[src/hw/rtl/cla_pkg.sv]
// shared constants and types of the crlf line assembler
// no dependencies; imported by the interfaces, cla_emit and crlf_line_assembler
`default_nettype none

package cla_pkg;

  localparam int unsigned MaxLineChars = 15;
  localparam int unsigned ByteW        = 8;
  localparam int unsigned CntW         = $clog2(MaxLineChars + 1);
  localparam int unsigned AddrW        = (MaxLineChars > 1) ? $clog2(MaxLineChars) : 1;

  localparam logic [ByteW-1:0] ChCr    = 8'h0D;
  localparam logic [ByteW-1:0] ChLf    = 8'h0A;
  localparam logic [ByteW-1:0] ChSpace = 8'h20;

  // request from the store side to the line emitter
  typedef struct packed {
    logic            start;
    logic [CntW-1:0] len;
  } emit_req_t;

endpackage

`default_nettype wire

[src/hw/rtl/cla_if.sv]
// valid/ready channel interfaces of the crlf line assembler
// depends on cla_pkg for the byte width
`default_nettype none

interface cla_in_if import cla_pkg::*; ();
  logic             valid;
  logic             ready;
  logic [ByteW-1:0] rx_byte;

  modport source (output valid, output rx_byte, input ready);
  modport sink   (input valid, input rx_byte, output ready);
endinterface

interface cla_out_if import cla_pkg::*; ();
  logic             valid;
  logic             ready;
  logic [ByteW-1:0] line_char;
  logic             char_present;
  logic             line_last;

  modport source (output valid, output line_char, output char_present, output line_last,
                  input ready);
  modport sink   (input valid, input line_char, input char_present, input line_last,
                  output ready);
endinterface

`default_nettype wire

[src/hw/rtl/cla_line_ram.sv]
// generic single-write, single-read ram with registered read data
// no dependencies; holds the characters of the current line
`default_nettype none

module cla_line_ram #(
  parameter  int unsigned Depth = 15,
  parameter  int unsigned Width = 8,
  localparam int unsigned AW    = (Depth > 1) ? $clog2(Depth) : 1
) (
  input  wire logic             clk_i,
  input  wire logic             we_i,
  input  wire logic [AW-1:0]    waddr_i,
  input  wire logic [Width-1:0] wdata_i,
  input  wire logic [AW-1:0]    raddr_i,
  output logic      [Width-1:0] rdata_o
);

  logic [Width-1:0] mem [Depth];

  always_ff @(posedge clk_i) begin
    if (we_i) begin
      mem[waddr_i] <= wdata_i;
    end
  end

  always_ff @(posedge clk_i) begin
    rdata_o <= mem[raddr_i];
  end

endmodule

`default_nettype wire

[src/hw/rtl/cla_emit.sv]
// line emitter: walks the line ram and presents one result per transfer
// depends on cla_pkg and cla_out_if; the ram read data acts as the output register
`default_nettype none

module cla_emit import cla_pkg::*; (
  input  wire logic             clk_i,
  input  wire logic             rst_ni,
  input  wire emit_req_t        req_i,
  output logic                  busy_o,
  output logic      [AddrW-1:0] raddr_o,
  input  wire logic [ByteW-1:0] rdata_i,
  cla_out_if.source             line_o
);

  logic            busy_q, busy_d;
  logic [CntW-1:0] idx_q, idx_d;
  logic [CntW-1:0] len_q, len_d;
  logic            empty_q, empty_d;
  logic [CntW-1:0] idx_nxt;
  logic            fire;
  logic            last;

  assign idx_nxt = idx_q + CntW'(1);
  assign fire    = busy_q && line_o.ready;
  assign last    = empty_q || (idx_nxt == len_q);

  // read address: entry zero while idle, next entry once this one is taken
  always_comb begin
    priority if (!busy_q) begin
      raddr_o = '0;
    end else if (fire && !last) begin
      raddr_o = idx_nxt[AddrW-1:0];
    end else begin
      raddr_o = idx_q[AddrW-1:0];
    end
  end

  always_comb begin
    busy_d  = busy_q;
    idx_d   = idx_q;
    len_d   = len_q;
    empty_d = empty_q;
    if (req_i.start) begin
      busy_d  = 1'b1;
      idx_d   = '0;
      len_d   = req_i.len;
      empty_d = (req_i.len == '0);
    end else if (fire) begin
      if (last) begin
        busy_d = 1'b0;
      end else begin
        idx_d = idx_nxt;
      end
    end
  end

  always_ff @(posedge clk_i or negedge rst_ni) begin
    if (!rst_ni) begin
      busy_q  <= 1'b0;
      idx_q   <= '0;
      len_q   <= '0;
      empty_q <= 1'b0;
    end else begin
      busy_q  <= busy_d;
      idx_q   <= idx_d;
      len_q   <= len_d;
      empty_q <= empty_d;
    end
  end

  assign busy_o              = busy_q;
  assign line_o.valid        = busy_q;
  assign line_o.line_char    = empty_q ? '0 : rdata_i;
  assign line_o.char_present = !empty_q;
  assign line_o.line_last    = last;

  // a running line never walks past its trimmed length
  a_idx_in_range: assert property (@(posedge clk_i) disable iff (!rst_ni)
    busy_q && !empty_q |-> idx_q < len_q)
    else $error("emit index beyond line length");

  // a new line is only started while no line is being emitted
  a_start_idle: assert property (@(posedge clk_i) disable iff (!rst_ni)
    req_i.start |-> !busy_q)
    else $error("line start while emitting");

  // the final result closes the line
  a_last_ends: assert property (@(posedge clk_i) disable iff (!rst_ni)
    fire && last |=> !busy_q)
    else $error("emitter still busy after last transfer");

endmodule

`default_nettype wire

[src/hw/rtl/crlf_line_assembler.sv]
// top level of the crlf line assembler: byte intake, line counters, ram and emitter
// depends on cla_pkg, cla_if, cla_line_ram and cla_emit
//
// usage
//   rx_i carries one received byte per transfer. line_o carries the completed
//   line, one character per transfer, with line_last on the final one. a line
//   that is empty or all spaces after trimming gives one transfer with
//   char_present low and line_char zero.
//   characters beyond the maximum line length are dropped; a cr that is not
//   followed by lf is kept as an ordinary character.
// intake and output rate
//   an ordinary byte is written to the ram as it is taken; a cr that follows
//   a pending cr stores the earlier cr at once. any other byte that follows a
//   pending cr is queued behind the stored cr, holding off intake, since both
//   go through the single ram write port. the lf that closes a line shows the
//   first result in the next cycle, then one result per cycle while the
//   receiver takes them; intake stays held off until the last one is taken.
//   the single read port of the line ram sets that one-per-cycle rate.
// reset
//   counters and the pending cr flag clear; the ram is not cleared, its
//   entries are always written before they are read.
// stall
//   while the receiver stalls, the result holds and rx_i.ready stays low.
`default_nettype none

module crlf_line_assembler import cla_pkg::*; (
  input  wire logic clk_i,
  input  wire logic rst_ni,
  cla_in_if.sink    rx_i,
  cla_out_if.source line_o
);

  // intake state
  logic             cr_pending_q, cr_pending_d;
  logic [CntW-1:0]  stored_count_q, stored_count_d;
  logic [CntW-1:0]  trimmed_q, trimmed_d;
  // second character queued when a pending cr turns into a stored cr
  logic             hold_vld_q, hold_vld_d;
  logic [ByteW-1:0] hold_byte_q, hold_byte_d;

  logic             accept;
  logic             store_vld;
  logic [ByteW-1:0] store_byte;
  logic             ram_we;
  logic [AddrW-1:0] ram_raddr;
  logic [ByteW-1:0] ram_rdata;
  emit_req_t        emit_req;
  logic             emit_busy;

  // no intake while a line is emitted or a queued character is written
  assign rx_i.ready = !emit_busy && !hold_vld_q;
  assign accept     = rx_i.valid && rx_i.ready;

  // decode one transfer into at most one ram write now and one queued
  always_comb begin
    cr_pending_d   = cr_pending_q;
    hold_vld_d     = 1'b0;
    hold_byte_d    = hold_byte_q;
    store_vld      = 1'b0;
    store_byte     = rx_i.rx_byte;
    emit_req.start = 1'b0;
    emit_req.len   = trimmed_q;
    priority if (hold_vld_q) begin
      store_vld  = 1'b1;
      store_byte = hold_byte_q;
    end else if (accept) begin
      if (cr_pending_q) begin
        if (rx_i.rx_byte == ChLf) begin
          // cr lf closes the line
          emit_req.start = 1'b1;
          cr_pending_d   = 1'b0;
        end else begin
          // the earlier cr becomes a character
          store_vld  = 1'b1;
          store_byte = ChCr;
          if (rx_i.rx_byte == ChCr) begin
            cr_pending_d = 1'b1;
          end else begin
            cr_pending_d = 1'b0;
            hold_vld_d   = 1'b1;
            hold_byte_d  = rx_i.rx_byte;
          end
        end
      end else if (rx_i.rx_byte == ChCr) begin
        cr_pending_d = 1'b1;
      end else begin
        store_vld = 1'b1;
      end
    end else begin
      // no transfer and nothing queued: intake state holds
    end
  end

  // character write and length tracking
  always_comb begin
    stored_count_d = stored_count_q;
    trimmed_d      = trimmed_q;
    ram_we         = 1'b0;
    if (emit_req.start) begin
      stored_count_d = '0;
      trimmed_d      = '0;
    end else if (store_vld && (stored_count_q < CntW'(MaxLineChars))) begin
      ram_we         = 1'b1;
      stored_count_d = stored_count_q + CntW'(1);
      if (store_byte != ChSpace) begin
        trimmed_d = stored_count_q + CntW'(1);
      end
    end
  end

  always_ff @(posedge clk_i or negedge rst_ni) begin
    if (!rst_ni) begin
      cr_pending_q   <= 1'b0;
      stored_count_q <= '0;
      trimmed_q      <= '0;
      hold_vld_q     <= 1'b0;
    end else begin
      cr_pending_q   <= cr_pending_d;
      stored_count_q <= stored_count_d;
      trimmed_q      <= trimmed_d;
      hold_vld_q     <= hold_vld_d;
    end
  end

  // queued character payload needs no reset
  always_ff @(posedge clk_i) begin
    hold_byte_q <= hold_byte_d;
  end

  cla_line_ram #(
    .Depth (MaxLineChars),
    .Width (ByteW)
  ) u_line_ram (
    .clk_i   (clk_i),
    .we_i    (ram_we),
    .waddr_i (stored_count_q[AddrW-1:0]),
    .wdata_i (store_byte),
    .raddr_i (ram_raddr),
    .rdata_o (ram_rdata)
  );

  cla_emit u_emit (
    .clk_i   (clk_i),
    .rst_ni  (rst_ni),
    .req_i   (emit_req),
    .busy_o  (emit_busy),
    .raddr_o (ram_raddr),
    .rdata_i (ram_rdata),
    .line_o  (line_o)
  );

  // stored count never exceeds the line ram depth
  a_count_max: assert property (@(posedge clk_i) disable iff (!rst_ni)
    stored_count_q <= CntW'(MaxLineChars))
    else $error("stored count beyond line length");

  // trimmed length is a prefix of what is stored
  a_trim_le_count: assert property (@(posedge clk_i) disable iff (!rst_ni)
    trimmed_q <= stored_count_q)
    else $error("trimmed length beyond stored count");

  // a queued character is written in the very next cycle, never twice
  a_hold_once: assert property (@(posedge clk_i) disable iff (!rst_ni)
    hold_vld_q |=> !hold_vld_q)
    else $error("queued character held more than one cycle");

  // ram is never written while the emitter reads it
  a_no_write_busy: assert property (@(posedge clk_i) disable iff (!rst_ni)
    emit_busy |-> !ram_we)
    else $error("line ram written during emission");

  // closing a line starts the emitter
  a_start_busy: assert property (@(posedge clk_i) disable iff (!rst_ni)
    emit_req.start |=> emit_busy)
    else $error("emitter did not start");

endmodule

`default_nettype wire

[src/flat_wrapper.sv]
// flat-port wrapper written by rule: the top's interface ports become plain ports
module crlf_line_assembler_flat import cla_pkg::*;
  (clk_i, rst_ni, rx_i_valid, rx_i_rx_byte, rx_i_ready, line_o_valid, line_o_line_char, line_o_char_present, line_o_line_last, line_o_ready);
  cla_in_if rx_i_i ();
  cla_out_if line_o_i ();
  input  wire logic clk_i;
  input  wire logic rst_ni;
  input wire logic [$bits(rx_i_i.valid)-1:0] rx_i_valid;
  input wire logic [$bits(rx_i_i.rx_byte)-1:0] rx_i_rx_byte;
  output wire logic [$bits(rx_i_i.ready)-1:0] rx_i_ready;
  output wire logic [$bits(line_o_i.valid)-1:0] line_o_valid;
  output wire logic [$bits(line_o_i.line_char)-1:0] line_o_line_char;
  output wire logic [$bits(line_o_i.char_present)-1:0] line_o_char_present;
  output wire logic [$bits(line_o_i.line_last)-1:0] line_o_line_last;
  input wire logic [$bits(line_o_i.ready)-1:0] line_o_ready;
  assign rx_i_i.valid = rx_i_valid;
  assign rx_i_i.rx_byte = rx_i_rx_byte;
  assign rx_i_ready = rx_i_i.ready;
  assign line_o_valid = line_o_i.valid;
  assign line_o_line_char = line_o_i.line_char;
  assign line_o_char_present = line_o_i.char_present;
  assign line_o_line_last = line_o_i.line_last;
  assign line_o_i.ready = line_o_ready;
  crlf_line_assembler u_core (.clk_i(clk_i), .rst_ni(rst_ni), .rx_i(rx_i_i), .line_o(line_o_i));
endmodule
[config.mk]
export PLATFORM = sky130hd
export DESIGN_NAME = crlf_line_assembler_flat
export DESIGN_NICKNAME = d
export VERILOG_FILES = /design/src/hw/rtl/cla_pkg.sv /design/src/hw/rtl/cla_if.sv /design/src/hw/rtl/cla_line_ram.sv /design/src/hw/rtl/cla_emit.sv /design/src/hw/rtl/crlf_line_assembler.sv /design/src/flat_wrapper.sv
export SDC_FILE = /design/constraint.sdc
export NUM_CORES = 1
export LEC_CHECK = 0
export BUFFER_PORTS_ARGS = -buffer_cell sky130_fd_sc_hd__buf_4
export CORE_UTILIZATION = 30
export DETAILED_ROUTE_END_ITERATION = 8
export PLACE_DENSITY = 0.45
export SLEW_MARGIN = 20
export SYNTH_ARGS = -nofsm -noshare
export SYNTH_HDL_FRONTEND = slang
export SYNTH_HIERARCHICAL = 1
export SYNTH_SLANG_ARGS = --single-unit
[constraint.sdc]
create_clock -name clk_i -period 4.26 [get_ports clk_i]
set_input_delay 0.426 -clock clk_i [delete_from_list [all_inputs] [get_ports clk_i]]
set_output_delay 0.426 -clock clk_i [all_outputs]
set_load 0.05 [all_outputs]
==> metrics.md <==
| Metric | Value |
|---|---|
| Outcome | finished, final reports clean |
| Area Overhead vs Synth | 17.3% |
| Hold Vio Cnt, Final | 0 |
| # DRC | 0 |
| Critical Path Max Stage Delay | 0.56 ns |
| Reg clk slew, reported paths | 0.06 ns |
| Synth warn | 6 |
| WP data arrival | 3.61 ns |
| Post-synth ARST share | 12.8% |
| Top achievable clock speed | 302 MHz |
| Die span in y | 150 um |
| Total GRT Usage | 13.1% |
| IO Port Bufs | 23 |
| Slowest stage cell, crit path | mux4_1 |
| Clock tree buffer depth | 2 |
| Syn_nets | 400 |
| Pwr/cell area | 478 mW/mm^2 |
| Final period utilization | 77.6% |
| Avg Cell Area, Syn | 17.0 um^2 |
| Pins Over Slew Limit | 0 |
| Gpl congestion | 0.762 |
| Post-synth EDFFs | 128 |
| CP Buf/Inv Count | 1 |
| Layout cells sized above 1 | 23.4% |
| Rows | 53 |
| Wire per inst | 19.0 um |
| #FFs+latches synth | 156 |
| Hold Slack | 0.205 ns |
| Yosys top cell by area | edfxtp_1 |
| Initial cell density of the core | 30.8% |
| R2R cell count | 10 |
| Core region area | 0.0212 mm^2 |
| Post-CTS Resized | 0 |
| CTS H-Tree Depth | 4 |
| Largest net degree at the start of global routing | 41 |
| Total power | 3.67 mW |
| Cell Area, Placed | 0.00707 mm^2 |
| Fin nets | 442 |
| Worst slew margin | 36.7% |
| TritonCTS clock tree | done |
| Crit Path Class | reg -> reg |
| Crit path cell chain | ha_1, xnor3_1, nand3_2, o21ai_2, xor2_1, nor2_4, buf_4, mux4_1, a22o_1, a221o_1 |
| Top cell type's share of synthesized area | 58.7% |
| Unrepaired setup endpoints after global routing | false |
| Hold path depth | 2 |
| Cell with the most instances after synthesis | edfxtp_1 |
| Final ANT Viol Nets | 0 |
| Setup TNS | 0 ns |
| Worst path depth | 10 |
| Global-route wire length before repair | 21200 um |
| Max-cap violations | 0 |
| Clk_lat worst skew | 0.42 ns |
| Num CTS Buffers | 17 |
| Mapped Area | 0.00654 mm^2 |
| Clock skew | 0.00954 ns |
| Worst slew pin tran | 0.950 ns |
| Required time worst endpoint | 4.56 ns |
| Gr ovfl total | 0 |
| Synthesized instance count | 386 |
| I/O pins | 24 |
| Sequential share of the synthesized area | 68.8% |
| Cell area after layout | 0.00767 mm^2 |
| Root buffer cell | clkbuf_16 |
| Placed cell count | 683 |
| Vias in the first global route | 3521 |
| Leak Pwr | 2.60 nW |
| Total wire length | 13600 um |
| CP Max Fanout | 8 |
| Final Non-Filler Cells | 716 |
| Final setup viols | 0 |
| Ranking of synthesized cells by area | edfxtp_1, dfrtp_1, mux4_1 |
| Die footprint | 0.0224 mm^2 |
| Peak VDD IR | 259 uV |
| Hold Crit Class | in -> reg |
| Minimum clock period | 3.31 ns |
| Drt pass-1 iters | 4 |
| Element type at the critical path end | register |
| Family with the most delay on the worst path | compound AO/OA/AOI/OAI gates |
| Yosys cell types | 62 |
| ANT cells | 0 |
| Clock sink count | 156 |
| Synth Flop Type | edfxtp_1 |
| Initial antenna violation count | 0 |
| Width of the die | 150 um |
| Post-DP HPWL | 9200 um |
| DR vias | 3460 |
| Vias per std cell | 4.83 |
| Drt initial violations | 168 |
| Critical Path Start Type | register |
| Synth top cells by count | edfxtp_1, nor2_1, nand2_1 |
## cells by family after synthesis
group | after synthesis | synth area share, %
DFF | 156 | 68.8
buffers and inverters | 22 | 2.28
adders and majority gates | 2 | 0.382
muxes | 39 | 11.4
and+or+nand+nor | 97 | 8.36
AOI/OAI and AO/OA | 59 | 7.11
xor gates and xnor gates | 11 | 1.68
## state kept, by name (all words and copies together) (netlist names)
register and flops:
u_core/u_emit/empty_q 1, u_core/stored_count_q 4, u_core/u_line_ram/mem 120, u_core/u_emit/idx_q 4, u_core/u_line_ram/rdata_o 8, u_core/hold_byte_q 8, u_core/cr_pending_q 1, u_core/hold_vld_q 1
u_core/u_emit/len_q 4, u_core/u_emit/busy_o 1, u_core/trimmed_q 4
## timing repair
item                                   CTS  global route
setup buffers                            0             0
setup endpoints to repair                0             0
endpoints found under the hold margin   20             0
hold buffers                             1             0
## placed cells by master, fill, tap and decap left out, types with 3 or more instances in the layout
cell / synthesis / routed
a21oi_1: 4 / 4
a221o_1: 10 / 10
a22o_1: 14 / 14
buf_4: 1 / 37
clkbuf_16: 0 / 17
clkinv_4: 0 / 3
dfrtp_1: 20 / 20
dfxtp_1: 8 / 8
edfxtp_1: 128 / 128
inv_1: 6 / 6
inv_6: 0 / 3
mux2_2: 6 / 6
mux2i_1: 9 / 9
mux4_1: 12 / 12
mux4_2: 12 / 12
nand2_1: 21 / 21
nand2b_1: 3 / 3
nand3_1: 7 / 7
nand3b_1: 3 / 3
nor2_1: 22 / 21
nor2b_1: 13 / 13
nor3_1: 8 / 8
o211ai_1: 3 / 3
o21ai_0: 9 / 8
o21ai_1: 3 / 3
xnor2_1: 3 / 3
xor2_1: 7 / 7
## routing by layer
| layer | up-vias | track usage [%] | wire [um] |
|---|---|---|---|
| met3 | 10 | 2.59 | 400 |
| met1 | 1767 | 17.8 | 6530 |
| met2 | 58 | 20.7 | 6500 |
| li1 | 1625 | - | - |
| met4 | 0 | 5.15 | 144 |
| met5 | - | 0 | 0 |
## where the power goes
part / internal (mW) / switching, mW / leakage [nW]
Combinational: 0.120 / 0.180 / 0.828
Clock: 0.900 / 0.596 / 0.287
Sequential: 1.80 / 0.0735 / 1.48
## cell type report
| cell class | instances | area [um^2] |
|---|---|---|
| clock inverters | 12 | 138 |
| flip-flops and latches | 156 | 4500 |
| well taps | 275 | 344 |
| clock buffers | 20 | 457 |
| inverters | 6 | 22.5 |
| repair buffers | 39 | 308 |
| multi-input cells | 208 | 1900 |
| fillers | 1997 | 13500 |
## final timing paths
kind / startpoint / end / slack [ns]
hold reg to reg: u_core/trimmed_q[2] / u_core/trimmed_q[2] / 0.53
hold / removal: line_o_ready / u_core/u_emit/busy_o / 0.20
setup reg to reg: u_core/u_emit/idx_q[0] / u_core/u_line_ram/rdata_o[1] / 0.95
min in group asynchronous: rst_ni / u_core/hold_vld_q / 0.42
max in group asynchronous: rst_ni / u_core/u_emit/idx_q[2] / 3.61
setup / recovery: u_core/u_emit/idx_q[0] / u_core/u_line_ram/rdata_o[1] / 0.95
## stage by stage
step	util, %	setup slack [ns]
after CTS	36.2	0.948
final	36.2	0.954
after global placement	33.3	1.03
after global routing	36.2	0.779
after detailed placement	33.3	0.952
after floorplan	-	1.38
## worst register-to-register path: cells and delay by family (launching register included)
family	cells	cell delay (ns)
mux	1	0.56
buf+inv	1	0.25
compound gates	3	0.84
xor+xnor	2	0.48
fa+ha+maj	1	0.28
simple gates	2	0.34
flops	1	0.46
(Power assumes the default switching activity.)
